<file path="src/sv/mkd_pkg.sv">
// ---------------------------------------------------------------------------
// Morse keying decoder package
// Shared result types, character codes and the Morse letter table.
// ---------------------------------------------------------------------------
`default_nettype none

package mkd_pkg;

  localparam int DOT_W     = 12;
  localparam int CHAR_W    = 7;
  localparam int PAT_W     = 7;
  localparam int OUTQ_DEPTH = 3;

  localparam logic [DOT_W-1:0]  DOT_RESET    = 12'd100;
  localparam logic [CHAR_W-1:0] CHAR_SPACE   = 7'h20;
  localparam logic [CHAR_W-1:0] CHAR_UNKNOWN = 7'h3F;
  localparam logic [CHAR_W-1:0] CHAR_NONE    = 7'h00;

  // One result item as it leaves the block.
  typedef struct packed {
    logic [CHAR_W-1:0] char_code;
    logic              char_valid;
    logic              last_of_item;
    logic              end_of_text;
  } res_t;

  // Everything one input item produces: up to two result items.
  typedef struct packed {
    logic [1:0]     n;
    res_t [1:0]     res;
  } step_res_t;

  // Letter lookup, index is (1 << length) | pattern for lengths 1 to 4.
  // A zero return means the pattern is not a letter.
  function automatic logic [CHAR_W-1:0] letter_of(input logic [4:0] idx);
    logic [CHAR_W-1:0] ch;
    unique case (idx)
      5'd2:    ch = 7'h45;  // E
      5'd3:    ch = 7'h54;  // T
      5'd4:    ch = 7'h49;  // I
      5'd5:    ch = 7'h41;  // A
      5'd6:    ch = 7'h4E;  // N
      5'd7:    ch = 7'h4D;  // M
      5'd8:    ch = 7'h53;  // S
      5'd9:    ch = 7'h55;  // U
      5'd10:   ch = 7'h52;  // R
      5'd11:   ch = 7'h57;  // W
      5'd12:   ch = 7'h44;  // D
      5'd13:   ch = 7'h4B;  // K
      5'd14:   ch = 7'h47;  // G
      5'd15:   ch = 7'h4F;  // O
      5'd16:   ch = 7'h48;  // H
      5'd17:   ch = 7'h56;  // V
      5'd18:   ch = 7'h46;  // F
      5'd20:   ch = 7'h4C;  // L
      5'd22:   ch = 7'h50;  // P
      5'd23:   ch = 7'h4A;  // J
      5'd24:   ch = 7'h42;  // B
      5'd25:   ch = 7'h58;  // X
      5'd26:   ch = 7'h43;  // C
      5'd27:   ch = 7'h59;  // Y
      5'd28:   ch = 7'h5A;  // Z
      5'd29:   ch = 7'h51;  // Q
      default: ch = CHAR_NONE;
    endcase
    return ch;
  endfunction

endpackage

`default_nettype wire

</file>
<file path="src/sv/mkd_step.sv">
// ---------------------------------------------------------------------------
// Morse keying decoder step logic
// Holds the run and letter state and turns one key sample into up to two
// result items in a single pass.
// ---------------------------------------------------------------------------
`default_nettype none

module mkd_step #(
  parameter int RUN_BITS    = 16,
  parameter int MAX_SYMBOLS = 7
) (
  input  wire logic                       clk,
  input  wire logic                       rst_n,
  input  wire logic                       go,
  input  wire logic                       key_bit,
  input  wire logic                       end_of_stream,
  input  wire logic [mkd_pkg::DOT_W-1:0]  dot_samples,
  output mkd_pkg::step_res_t              step_out
);

  localparam int CW   = RUN_BITS + 8;
  localparam int SC_W = $clog2(MAX_SYMBOLS + 1);

  logic                       run_open_r, run_open_nxt;
  logic                       run_level_r, run_level_nxt;
  logic [RUN_BITS-1:0]        run_count_r, run_count_nxt;
  logic [mkd_pkg::PAT_W-1:0]  sym_pat_r, sym_pat_nxt;
  logic [SC_W-1:0]            sym_cnt_r, sym_cnt_nxt;
  logic                       sym_ovf_r, sym_ovf_nxt;
  logic                       space_pend_r, space_pend_nxt;

  logic [mkd_pkg::DOT_W-1:0]  dot;
  logic [CW-1:0]              dot_w, two_d, five_d, six_d;
  logic                       same, close_on;
  logic [RUN_BITS-1:0]        prev, cur;
  logic [mkd_pkg::PAT_W-1:0]  pat_a, pat_b;
  logic [SC_W-1:0]            cnt_a, cnt_b;
  logic                       ovf_a, ovf_b;
  logic                       emit, emit_main, cross6;
  logic [4:0]                 idx;
  logic [mkd_pkg::CHAR_W-1:0] tbl_ch, ch;

  // Dot length and the three thresholds as exact integer multiples.
  always_comb begin
    dot    = (dot_samples == '0) ? mkd_pkg::DOT_W'(1) : dot_samples;
    dot_w  = CW'(dot);
    two_d  = dot_w << 1;
    five_d = (dot_w << 2) + dot_w;
    six_d  = (dot_w << 2) + (dot_w << 1);
  end

  // Run measurement with a saturating counter.
  always_comb begin
    same     = run_open_r && (run_level_r == key_bit);
    close_on = run_open_r && run_level_r && !same;
    prev     = same ? run_count_r : '0;
    if (same) begin
      cur = (&run_count_r) ? run_count_r : run_count_r + 1'b1;
    end else begin
      cur = RUN_BITS'(1);
    end
  end

  // Symbol added by a closing on-run, then one closed by end of stream.
  always_comb begin
    pat_a = sym_pat_r;
    cnt_a = sym_cnt_r;
    ovf_a = sym_ovf_r;
    if (close_on) begin
      if (sym_cnt_r >= SC_W'(MAX_SYMBOLS)) begin
        ovf_a = 1'b1;
      end else begin
        pat_a = {sym_pat_r[mkd_pkg::PAT_W-2:0], (CW'(run_count_r) >= two_d)};
        cnt_a = sym_cnt_r + 1'b1;
      end
    end
    pat_b = pat_a;
    cnt_b = cnt_a;
    ovf_b = ovf_a;
    if (end_of_stream && key_bit) begin
      if (cnt_a >= SC_W'(MAX_SYMBOLS)) begin
        ovf_b = 1'b1;
      end else begin
        pat_b = {pat_a[mkd_pkg::PAT_W-2:0], (CW'(cur) >= two_d)};
        cnt_b = cnt_a + 1'b1;
      end
    end
  end

  // Gap thresholds: a letter gap closes the letter, a word gap arms a space.
  always_comb begin
    emit_main = !key_bit && ((CW'(prev) << 1) < five_d) &&
                ((CW'(cur) << 1) >= five_d) && (cnt_a != '0);
    emit      = emit_main || (end_of_stream && (cnt_b != '0));
    cross6    = !key_bit && (CW'(prev) < six_d) && (CW'(cur) >= six_d);
  end

  function automatic logic [4:0] sym_pat_to_idx(input logic [mkd_pkg::PAT_W-1:0] p);
    return p[4:0];
  endfunction

  // Letter lookup; anything too long or not in the table reads as unknown.
  always_comb begin
    idx    = (5'd1 << cnt_b[2:0]) | sym_pat_to_idx(pat_b);
    tbl_ch = mkd_pkg::letter_of(idx);
    ch     = mkd_pkg::CHAR_UNKNOWN;
    if (!ovf_b && (cnt_b >= SC_W'(1)) && (cnt_b <= SC_W'(4)) &&
        (tbl_ch != mkd_pkg::CHAR_NONE)) begin
      ch = tbl_ch;
    end
  end

  // Result items of this sample, pending space first.
  always_comb begin
    step_out = '0;
    if (emit && space_pend_r) begin
      step_out.n   = 2'd2;
      step_out.res[0] = '{char_code: mkd_pkg::CHAR_SPACE, char_valid: 1'b1,
                          last_of_item: 1'b0, end_of_text: 1'b0};
      step_out.res[1] = '{char_code: ch, char_valid: 1'b1,
                          last_of_item: 1'b1, end_of_text: end_of_stream};
    end else if (emit) begin
      step_out.n   = 2'd1;
      step_out.res[0] = '{char_code: ch, char_valid: 1'b1,
                          last_of_item: 1'b1, end_of_text: end_of_stream};
    end else if (end_of_stream) begin
      step_out.n   = 2'd1;
      step_out.res[0] = '{char_code: mkd_pkg::CHAR_NONE, char_valid: 1'b0,
                          last_of_item: 1'b1, end_of_text: 1'b1};
    end
  end

  // Next state; end of stream returns everything to the reset state.
  always_comb begin
    if (end_of_stream) begin
      run_open_nxt   = 1'b0;
      run_level_nxt  = 1'b0;
      run_count_nxt  = '0;
      sym_pat_nxt    = '0;
      sym_cnt_nxt    = '0;
      sym_ovf_nxt    = 1'b0;
      space_pend_nxt = 1'b0;
    end else begin
      run_open_nxt   = 1'b1;
      run_level_nxt  = key_bit;
      run_count_nxt  = cur;
      sym_pat_nxt    = emit ? '0 : pat_b;
      sym_cnt_nxt    = emit ? '0 : cnt_b;
      sym_ovf_nxt    = emit ? 1'b0 : ovf_b;
      space_pend_nxt = (space_pend_r && !emit) || cross6;
    end
  end

  always_ff @(posedge clk) begin
    if (!rst_n) begin
      run_open_r   <= 1'b0;
      run_level_r  <= 1'b0;
      run_count_r  <= '0;
      sym_pat_r    <= '0;
      sym_cnt_r    <= '0;
      sym_ovf_r    <= 1'b0;
      space_pend_r <= 1'b0;
    end else if (go) begin
      run_open_r   <= run_open_nxt;
      run_level_r  <= run_level_nxt;
      run_count_r  <= run_count_nxt;
      sym_pat_r    <= sym_pat_nxt;
      sym_cnt_r    <= sym_cnt_nxt;
      sym_ovf_r    <= sym_ovf_nxt;
      space_pend_r <= space_pend_nxt;
    end
  end

endmodule

`default_nettype wire

</file>
<file path="src/sv/mkd_outq.sv">
// ---------------------------------------------------------------------------
// Morse keying decoder result queue
// A three-entry shift queue that takes zero to two result items per cycle
// and presents one at a time on the result channel.
// ---------------------------------------------------------------------------
`default_nettype none

module mkd_outq (
  input  wire logic                 clk,
  input  wire logic                 rst_n,
  input  wire logic [1:0]           push_n,
  input  wire mkd_pkg::res_t [1:0]  push_res,
  input  wire logic                 pop,
  output mkd_pkg::res_t             head,
  output logic [1:0]                count
);

  localparam int QD = mkd_pkg::OUTQ_DEPTH;

  mkd_pkg::res_t q_r   [QD];
  mkd_pkg::res_t q_nxt [QD];
  mkd_pkg::res_t sh    [QD];
  logic [1:0]    cnt_r, cnt_nxt;
  logic [1:0]    base;

  // Shift on pop, then place new items right behind the survivors.
  always_comb begin
    base = cnt_r - {1'b0, pop};
    for (int i = 0; i < QD - 1; i++) begin
      sh[i] = q_r[i + 1];
    end
    sh[QD-1] = q_r[QD-1];
    for (int i = 0; i < QD; i++) begin
      q_nxt[i] = pop ? sh[i] : q_r[i];
      if ((2'(i) == base) && (push_n != 2'd0)) begin
        q_nxt[i] = push_res[0];
      end
      if ((2'(i) == base + 2'd1) && (push_n == 2'd2)) begin
        q_nxt[i] = push_res[1];
      end
    end
    cnt_nxt = base + push_n;
  end

  always_ff @(posedge clk) begin
    if (!rst_n) begin
      cnt_r <= '0;
    end else begin
      cnt_r <= cnt_nxt;
    end
  end

  // Payload entries need no reset.
  always_ff @(posedge clk) begin
    for (int i = 0; i < QD; i++) begin
      q_r[i] <= q_nxt[i];
    end
  end

  assign head  = q_r[0];
  assign count = cnt_r;

endmodule

`default_nettype wire

</file>
<file path="src/sv/morse_keying_decoder.sv">
// An accepted item is held in the input register; its results are written into
// the result queue, whose head drives the output ports.
// Throughput: one item per cycle while each item gives at most one result and
// out_ready stays high; an item giving two results stalls the input register.
// Reset: synchronous active-low rst_n clears the run and letter state and the
// queue and loads a dot length of 100 samples.
// ---------------------------------------------------------------------------
// Morse keying decoder
// Decodes on/off keying samples into letters, spaces and an end marker.
// ---------------------------------------------------------------------------
`default_nettype none

module morse_keying_decoder #(
  parameter int RUN_BITS    = 16,
  parameter int MAX_SYMBOLS = 7
) (
  input  wire logic                       clk,
  input  wire logic                       rst_n,
  input  wire logic                       cfg_wr_en,
  input  wire logic [mkd_pkg::DOT_W-1:0]  cfg_wr_data,
  input  wire logic                       in_valid,
  output logic                            in_ready,
  input  wire logic                       in_key_bit,
  input  wire logic                       in_end_of_stream,
  output logic                            out_valid,
  input  wire logic                       out_ready,
  output logic [mkd_pkg::CHAR_W-1:0]      out_char_code,
  output logic                            out_char_valid,
  output logic                            out_last_of_item,
  output logic                            out_end_of_text
);

  logic [mkd_pkg::DOT_W-1:0] dot_samples_r;
  logic                      in_v_r;
  logic                      key_r, eos_r;
  logic                      proceed, pop;
  logic [1:0]                q_count, push_n;
  mkd_pkg::step_res_t        step_out;
  mkd_pkg::res_t             head;

  // Dot length register.
  always_ff @(posedge clk) begin
    if (!rst_n) begin
      dot_samples_r <= mkd_pkg::DOT_RESET;
    end else if (cfg_wr_en) begin
      dot_samples_r <= cfg_wr_data;
    end
  end

  // The held item is processed once the queue has room for two results.
  assign proceed  = in_v_r && (q_count <= 2'd1);
  assign in_ready = !in_v_r || proceed;
  assign push_n   = proceed ? step_out.n : 2'd0;
  assign pop      = out_valid && out_ready;

  // Input register.
  always_ff @(posedge clk) begin
    if (!rst_n) begin
      in_v_r <= 1'b0;
    end else if (in_ready) begin
      in_v_r <= in_valid;
    end
  end

  always_ff @(posedge clk) begin
    if (in_ready && in_valid) begin
      key_r <= in_key_bit;
      eos_r <= in_end_of_stream;
    end
  end

  mkd_step #(
    .RUN_BITS    (RUN_BITS),
    .MAX_SYMBOLS (MAX_SYMBOLS)
  ) u_step (
    .clk           (clk),
    .rst_n         (rst_n),
    .go            (proceed),
    .key_bit       (key_r),
    .end_of_stream (eos_r),
    .dot_samples   (dot_samples_r),
    .step_out      (step_out)
  );

  mkd_outq u_outq (
    .clk      (clk),
    .rst_n    (rst_n),
    .push_n   (push_n),
    .push_res (step_out.res),
    .pop      (pop),
    .head     (head),
    .count    (q_count)
  );

  // Result channel driven from the queue head.
  assign out_valid        = (q_count != 2'd0);
  assign out_char_code    = head.char_code;
  assign out_char_valid   = head.char_valid;
  assign out_last_of_item = head.last_of_item;
  assign out_end_of_text  = head.end_of_text;

  // The end of the text always closes the results of its item.
  a_eot_last : assert property (@(posedge clk) disable iff (!rst_n)
    out_valid && out_end_of_text |-> out_last_of_item)
    else $error("end_of_text without last_of_item");

  // A bare marker only appears at the end of the text and carries no code.
  a_bare_marker : assert property (@(posedge clk) disable iff (!rst_n)
    out_valid && !out_char_valid |-> out_end_of_text &&
    (out_char_code == mkd_pkg::CHAR_NONE))
    else $error("bare marker outside end of text");

  // A second result is only pushed behind a space.
  a_pair_space : assert property (@(posedge clk) disable iff (!rst_n)
    push_n == 2'd2 |-> step_out.res[0].char_code == mkd_pkg::CHAR_SPACE &&
    !step_out.res[0].last_of_item)
    else $error("two results without a leading space");

  // Pushed results land in the queue without wrapping its count.
  a_queue_room : assert property (@(posedge clk) disable iff (!rst_n)
    proceed && (push_n != 2'd0) |=> q_count != 2'd0)
    else $error("processed item left no room");

endmodule

`default_nettype wire
</file>
<file path="config.mk">
export PLATFORM = sky130hd
export DESIGN_NAME = morse_keying_decoder
export DESIGN_NICKNAME = d
export VERILOG_FILES = /design/src/sv/mkd_pkg.sv /design/src/sv/mkd_step.sv /design/src/sv/mkd_outq.sv /design/src/sv/morse_keying_decoder.sv
export SDC_FILE = /design/constraint.sdc
export NUM_CORES = 1
export LEC_CHECK = 0
export CAP_MARGIN = 20
export CORE_MARGIN = 4
export CORE_UTILIZATION = 45
export DETAILED_ROUTE_END_ITERATION = 8
export DONT_BUFFER_PORTS = 1
export GPL_TIMING_DRIVEN = 0
export PLACE_DENSITY = 0.61
export SLEW_MARGIN = 20
export SYNTH_ARGS = -nofsm -noshare
export SYNTH_HDL_FRONTEND = slang
export SYNTH_HIERARCHICAL = 1
export SYNTH_SLANG_ARGS = --single-unit
</file>
<file path="constraint.sdc">
create_clock -name clk -period 12.1 [get_ports clk]
set_input_delay 2.42 -clock clk [delete_from_list [all_inputs] [get_ports clk]]
set_output_delay 2.42 -clock clk [all_outputs]
set_load 0.05 [all_outputs]
</file>
Yosys cells after proc, flatten, opt, wreduce, memory -nomap -nowiden
Memories as Yosys holds them, arrays and structs flattened.
Cells that the tools add are included.
{"block": "word_totals", "register_bits": 47, "ramBits": 30, "mem_bits_ro": 192, "in_bits": 19, "out_inout_bits": 12, "wordCells": 125, "memories": 2}
{"name": "(name not given)", "words": 32, "width": 6, "read_ports": 1, "rd_ports_with_merged_regs": 0, "write_ports": 0, "line_no": "mkd_pkg.sv:37", "source": "unique case (idx)"}
{"name": "u_outq.q_r", "words": 3, "width": 10, "read_ports": 3, "rd_ports_with_merged_regs": 0, "write_ports": 3, "line_no": "mkd_outq.sv:20", "source": "mkd_pkg::res_t q_r [QD];"}
{"block": "classes", "add_sub_neg": 8, "magnitude_cmp": 11, "eq_ne": 6, "shift": 1, "n_mux": 43, "bitwise": 1, "reduce_logical": 41}
{"op": "$mux 10", "n": 11}
{"op": "$mux 16", "n": 4}
{"op": "$mux 7", "n": 7}
{"op": "$ge 16x13->1", "n": 2}
{"op": "$ge 16x24->1", "n": 1}
{"op": "$ge 17x24->1", "n": 1}
{"op": "$logic_and 1x1->1", "n": 24}
{"op": "$lt 16x24->1", "n": 1}
{"op": "$lt 17x24->1", "n": 1}
{"op": "$mux 3", "n": 6}
{"op": "$add 16x1->16 const B", "n": 1}
{"op": "$reduce_and 16->1", "n": 1}
{"op": "$add 14x12->15", "n": 1}
{"op": "$add 14x13->15", "n": 1}
{"op": "$logic_not 12->1", "n": 1}
{"op": "$mux 12", "n": 1}
{"op": "$mux 1", "n": 10}
{"op": "$mux 2", "n": 4}
{"op": "$reduce_bool 7->1", "n": 1}
{"op": "$add 3x1->3 const B", "n": 2}
{"op": "$ge 3x3->1 const B", "n": 2}
{"op": "$reduce_bool 3->1", "n": 2}
{"op": "$logic_not 1->1", "n": 5}
{"op": "$or 5x5->5", "n": 1}
{"op": "14 further kinds", "n": 20}

Depth between registers and ports, before layout
Gate-level depths: netlist of the first run.
{"block": "depth", "word_depth": 18, "ltp_mapped": 36, "mapped_depth_nobuf": 31}

By module
Netlist of the first run, hierarchy kept.
{"mod": "mkd_step", "instances": 1, "cells_per_inst": 747, "area_each_um2": 5612.9, "seq_area_each_um2": 560.5}
{"mod": "mkd_outq", "instances": 1, "cells_per_inst": 186, "area_each_um2": 1888.1, "seq_area_each_um2": 940.9}
{"mod": "morse_keying_decoder", "instances": 1, "cells_per_inst": 50, "area_each_um2": 575.6, "seq_area_each_um2": 320.3}

Worst setup path after synthesis of the first run
No wires, ideal clock.
{"block": "synth_timing", "path_kind": "register to register", "start": "register dot_samples_r[10] (netlist name)", "end": "memory u_outq/q_r[0][0] (netlist bit) (enable)", "setup_ns": 0.381, "t_arrival_ns": 6.791, "required_ns": 11.719, "slack_ns": 4.928, "stages_incl_launch_ff": 37, "path_buffers": 5, "period_less_slack_ns": 7.172, "path_cell_list": "dfxtp_1 -> clkbuf_1 -> inv_1 -> ha_1 -> nand2_1 -> or3_1 -> clkbuf_1 -> nand2_1 -> inv_1 -> ha_1 -> a21o_1 -> a21oi_1 -> o21bai_1 -> a21oi_1 -> nor2b_1 -> o21ai_0 -> a211oi_1 -> maj3_1 -> xnor2_1 -> ha_1 -> a2111oi_0 -> o21ai_0 -> a21oi_1 -> a211oi_1 -> a21oi_1 -> a21boi_0 -> nand2_1 -> o21ai_1 -> nand2_1 -> and2_1 -> buf_4 -> and2_1 -> clkbuf_1 -> or3b_1 -> nand2b_1 -> buf_2 -> o211ai_1"}
{"element": "end: declaration", "line_no": "mkd_outq.sv:20"}

==> metrics.cfg, run 1 <==
[run_status]
status=completed

[drt]
drt_iter0_markers=645
wl_per_cell_um=18.0
drt-total-wl_um=22100
vias_per_cell=5.99
dr.pass1.iters=7
vias=7337
drc_errors=0
detail-route-antenna-nets=0

[timing]
hold_slack_ps=476
finalCritPeriodShare_pct=75.1
max_slew_margin_pct=33.4
finalMaxSlewViolations=0
tightest_slew_ps=999
skew_ps=8.27
rsz0062_at_grt=false
hold_violations=0
setup_viol_count_final=0
fin_crit_ps=9090
fin_tns_setup_ps=0
fmax_mhz=110

[layout]
diodes=0
drive_gt1_share_pct=8.50
area_delta_synth_final_pct=7.48
layout.cells.non_filler=1225
fin_nets=1132

[yosys]
yosys_register_bits=75
ys_seq_area_share_pct=22.6
synth.distinct_cells=90
synth_top_cell_area_share_pct=18.0
syn_nets=1120
syn_inst=983
synthesis.area_sq_um=8080
yosysTopAreaCell=ha_1
synthTopCellsByArea=ha_1 18%, edfxtp_1 12%, dfxtp_1 11%, nor2_1 3.5%, a21oi_1 3.0%
synthArstFlopShare_pct=0
synth_edf_count=32
avgSynthCellArea_sq_um=8.22
synth_flop_cell=dfxtp_1
ys_warn_count=6

[clock_network]
root_buffer=clkbuf_16
numCtsBuffers=9
clock_path_buffers=2
cts.repair.resized=0
clock_sinks=75
hold_buffers=0
htreeDepth=3
cts_tree=done
worstSkewPairLatency_ps=360
path_clk_slew_ps=70
post_cts_buffers=0

[floorplan]
die_h_um=142
io_pins=31
start_util_pct=46.4
die-area_sq_um=20200
die_w_um=142
row_count=48
core_sq_um=17400

[worst_setup_path]
worstPathArrival_ps=9070
crit_path_end_kind=flop
required_ps=12080
crit_fanout=10
crit_type=flop to flop
critPathMaxStageDelay_ps=460
slowest_stage=or3b_1
critPathLaunchType=flop

[min_path]
worstHoldPathType=flop to flop

[run]
maxCapViolCount=0

[global_route]
track_usage_pct=22.1
grt_first_pass_wirelength_um=36000
overflow=0
antenna_found_initial=0
grt_max_degree=17
grt_pass1_vias=6868

[placed_design]
place_congestion=0.899
dpl.cell_count=1208
io_buffers=0
hpwl_um=17600

[pwr]
peakVddDrop_mv=0.120
p_per_area_nw_per_um2=126
p_leak_nw=3.80
finalPower_mw=1.09

-- placed cells by master, fill, tap and decap left out, types with 8 or more instances in the layout --
cell type and n:
xnor2_1 19, dfxtp_1 43, nor2_1 76, a211oi_1 12, o21a_1 18, nand4_1 8, nand2b_1 13, a22oi_1 16
a21o_1 22, mux2i_1 19, nand3_1 42, o21ai_0 43, nand2_1 62, nor2b_1 21, clkbuf_1 34, edfxtp_1 32
and2_1 16, mux2_2 11, a31oi_1 27, and3_1 19, ha_1 116, buf_2 12, buf_4 14, nor3_1 37
xor2_1 15, a21oi_1 48, inv_1 54, clkbuf_16 9
-- sequential cells by signal (all words and copies together), names as in the netlist --
register             count
dot_samples_r           12
u_step/run_open_r        1
u_step/sym_pat_r         5
u_step/run_count_r      16
u_step/sym_ovf_r         1
eos_r                    1
key_r                    1
u_step/sym_cnt_r         3
u_outq/q_r              30
u_outq/count             2
u_step/run_level_r       1
in_v_r                   1
u_step/space_pend_r      1
-- cells in the mapped netlist (18+ instances only) --
library cell,number
ha_1,116
nor2_1,76
nand2_1,62
inv_1,54
a21oi_1,48
dfxtp_1,43
o21ai_0,43
nand3_1,42
nor3_1,37
clkbuf_1,34
edfxtp_1,32
a31oi_1,27
a21o_1,22
nor2b_1,21
and3_1,19
mux2i_1,19
xnor2_1,19
o21a_1,18
-- path summary, 6_finish.rpt --
check | startpoint | to | slack (ps) | cells after the start
setup / recovery | dot_samples_r[10] | u_outq/q_r[0][3] | 3010 | 36
hold / removal | u_step/sym_pat_r[4] | u_step/sym_pat_r[4] | 480 | 2
setup reg to reg | dot_samples_r[10] | u_outq/q_r[0][3] | 3010 | 36
hold reg to reg | u_step/sym_pat_r[4] | u_step/sym_pat_r[4] | 480 | 2
-- per-layer routing --
layer  track usage, %  part of all wire, %  vias to the layer above
met3             2.42                  4.1                       26
li1                 -                    -                     3644
met1             33.8                   52                     3486
met2             32.7                   42                      181
met5                0                    0                        -
met4             6.46                  1.7                        0
-- where the power goes --
part           total (mW)  leakage [nW]  internal, mW  switching (mW)
clock               0.294         0.156         0.166           0.128
sequential          0.329         0.647         0.313          0.0164
combinational       0.468          2.99         0.143           0.326
total                1.09          3.80         0.622           0.470
-- per-stage QoR --
| step | utilization, % | instance area [sq um] | setup WS [ps] |
|---|---|---|---|
| after detailed placement | 48.0 | 8360 | 3180 |
| after CTS | 49.8 | 8670 | 3130 |
| final | 49.8 | 8680 | 3010 |
| after global routing | 49.8 | 8680 | 2470 |
| after global placement | 48.0 | 8360 | 3340 |
| after floorplan | - | 8080 | 4930 |
-- worst max-delay path, delay by kind of cell, from the launching register on --
family / cells / cell delay [ps]
flops: 1 / 380
buf+inv: 7 / 1690
simple gates: 10 / 2080
compound gates: 14 / 3230
fa+ha+maj: 4 / 1150
xor+xnor: 1 / 170
-- final cells by class --
| cell class | count | area (sq um) |
|---|---|---|
| fillers | 1733 | 8740 |
| multi-input cells | 788 | 5730 |
| flip-flops and latches | 75 | 1820 |
| plain buffers | 64 | 314 |
| well taps | 225 | 282 |
| clock buffers | 9 | 225 |
| inverters | 56 | 210 |
| clock inverters | 7 | 90.1 |
| repair buffers | 1 | 7.51 |
-- cell families after synthesis --
family / after synthesis / synth area share (%)
AND/OR/NAND/NOR: 335 / 21.2
buffers and inverters: 120 / 6.49
XOR/XNOR: 36 / 4.17
AO/OA/AOI/OAI: 267 / 23.0
multiplexers: 30 / 3.89
flip-flops: 75 / 22.6
adder cells (fa/ha/maj): 120 / 18.7
Power figures use the tool's default switching activity.
==> run 2, diff against run 1 <==
Clock period 12.1 ns to 9.3 ns, I/O delays scaled along.
==> run 2 against run 1 <==
Against the previous run:
- count of clock-buffer cells in the layout did not move
- flip-flop and latch count did not move
- sequential power rose by 30%
- clock power rose by 30%
- critical path type unchanged
- largest cell class unchanged
==> metrics.cfg, run 2 (same netlist as run 1, synthesis figures left out) <==
[clock_network]
worstSkewPairLatency_ps=350  ; about the same
cts_tree=done
numCtsBuffers=9  ; unchanged
htreeDepth=3  ; unchanged
root_buffer=clkbuf_16
clock_sinks=75  ; unchanged
clock_path_buffers=2  ; unchanged
path_clk_slew_ps=70  ; about the same

[drt]
vias_per_cell=6.00  ; +0.25%
drt_iter0_markers=679  ; +5.3%
wl_per_cell_um=18.0  ; about the same
dr.pass1.iters=5  ; -2
drt-total-wl_um=22100  ; +0.15%
drc_errors=0  ; unchanged
detail-route-antenna-nets=0  ; unchanged
vias=7361  ; +0.33%

[timing]
finalCritPeriodShare_pct=94.3  ; +19 points
finalMaxSlewViolations=0  ; unchanged
fmax_mhz=114  ; +3.6%
rsz0062_at_grt=false
fin_tns_setup_ps=0  ; unchanged
hold_violations=0  ; unchanged
tightest_slew_ps=665  ; -334 ps
skew_ps=9.08  ; +0.816 ps
setup_viol_count_final=0  ; unchanged
fin_ws_ps=526  ; -2480 ps
fin_crit_ps=8770  ; -319 ps
max_slew_margin_pct=54.5  ; +21 points

[layout]
largest_register_ff_count=30  ; unchanged
regMostFlops=u_outq/q_r
final_cell_mix=116 x ha_1, 76 x nor2_1, 62 x nand2_1
diodes=0  ; unchanged
area_delta_synth_final_pct=7.79
drive_gt1_share_pct=8.79  ; +0.29 points
reg_top3=u_outq/q_r (30), u_step/run_count_r (16), dot_samples_r (12)
final_area_sq_um=8710  ; +0.29%
layout.cells.non_filler=1226  ; +0.082%
final_common_cell=ha_1
fin_nets=1133  ; +0.088%

[worst_setup_path]
reg2regPathDepth=37  ; +2.8%
rrSetupSlack_ps=530  ; -2480 ps
critPathLaunchType=flop
path_buf_inv=8  ; +1
crit_type=flop to flop
worstReg2RegEnd=u_outq/q_r[0][13]
required_ps=9360  ; -2720 ps
critPathMaxStageDelay_ps=440  ; -20 ps
slowest_stage=or3_1
crit_path_end_kind=flop
crit_fanout=10  ; unchanged
r2r-start=dot_samples_r[10]
worstPathArrival_ps=8840  ; -230 ps
path_delay_family=compound AO/OA/AOI/OAI gates

[placed_design]
pre_cts_ws_ps=380  ; -2800 ps
hpwl_um=17600  ; unchanged
place_congestion=0.899  ; unchanged
io_buffers=0  ; unchanged
dpl.cell_count=1208  ; unchanged
place_area_sq_um=8360  ; unchanged

[global_route]
grt_first_pass_wirelength_um=36000  ; unchanged
overflow=0  ; unchanged
grt_max_degree=17  ; unchanged
grt_pass1_vias=6868  ; unchanged
antenna_found_initial=0  ; unchanged
track_usage_pct=22.1  ; unchanged

[min_path]
whs_path_depth=2  ; unchanged
worstHoldPathType=flop to flop
holdPathEnd=u_step/sym_pat_r[4]
min_from=u_step/sym_pat_r[4]

[floorplan]
io_pins=31  ; unchanged
row_count=48  ; unchanged
core_sq_um=17400  ; unchanged
die_h_um=142  ; unchanged
die_w_um=142  ; unchanged
start_util_pct=46.4  ; unchanged
die-area_sq_um=20200  ; unchanged

[pwr]
p_leak_nw=3.81  ; +0.29%
peakVddDrop_mv=0.156  ; +30%
p_per_area_nw_per_um2=164  ; +31%
finalPower_mw=1.43  ; +31%

[run_status]
status=completed

[run]
maxCapViolCount=0  ; unchanged

-- run 2: cell types whose count changed in the layout (fill, tap and decap cells not counted) --
cell,before,now
clkbuf_1,34,33
a21oi_2,2,3
buf_12,0,1
clkbuf_2,2,3
a21oi_1,48,47
-- run 2: how the worst max path moves through the flow --
| stage | start | slack [ps] | to | depth (start not counted) |
|---|---|---|---|---|
| 4_1_cts | dot_samples_r[10] | 330 | u_outq/q_r[0][6] | 36 |
| 5_1_grt | dot_samples_r[10] | 10 | u_outq/q_r[0][13] | 37 |
| 3_3_place_gp | dot_samples_r[10] | 540 | u_outq/q_r[0][3] | 36 |
| 6_report | dot_samples_r[10] | 530 | u_outq/q_r[0][13] | 37 |
| 3_5_place_dp | dot_samples_r[10] | 380 | u_outq/q_r[0][3] | 36 |
| 2_1_floorplan | dot_samples_r[10] | 2130 | u_outq/q_r[0][0] | 36 |
-- run 2: worst register-to-register path, delay by kind of cell, from the launching register on --
family | cells | cell delay (ps)
AOI/OAI and AO/OA | 14 | 3010
DFF | 1 | 340
buffers and inverters | 8 | 1620
xor gates and xnor gates | 1 | 170
and+or+nand+nor | 10 | 2180
adders and majority gates | 4 | 1150
-- run 2: layer usage --
layer	vias to the layer above	wire length, um	global-route usage, %
li1	3647	-	-
met5	-	0	0
met1	3474	11400	33.8
met2	213	9370	32.7
met4	0	371	6.46
met3	27	987	2.42
-- run 2: layout make-up --
type                            count  area, sq um
Inverter                           56          210
Fill cell                        1730         8710
Timing Repair Buffer                2         27.5
Clock inverter                      7         90.1
Tap cell                          225          282
Sequential cell                    75         1820
Clock buffer                        9          225
Buffer                             64          315
Multi-Input combinational cell    788         5730
-- run 2: per-stage QoR --
| stage | hold slack [ps] | util [%] |
|---|---|---|
| final | 476 | 50.0 |
| after global routing | 496 | 50.0 |
| after CTS | 480 | 49.8 |
| after detailed placement | 465 | 48.0 |
| after global placement | 465 | 48.0 |
| after floorplan | 445 | - |
-- run 2: report_power, final --
group | internal, mW | leakage [nW] | switching (mW)
registers | 0.407 | 0.647 | 0.0214
clock network | 0.216 | 0.156 | 0.166
logic | 0.195 | 3.01 | 0.426
-- run 2: what timing repair did --
action,in CTS,in global routing
buffers inserted,0,1
hold buffers,0,0
setup endpoints to repair,0,26
gates resized for setup,0,3
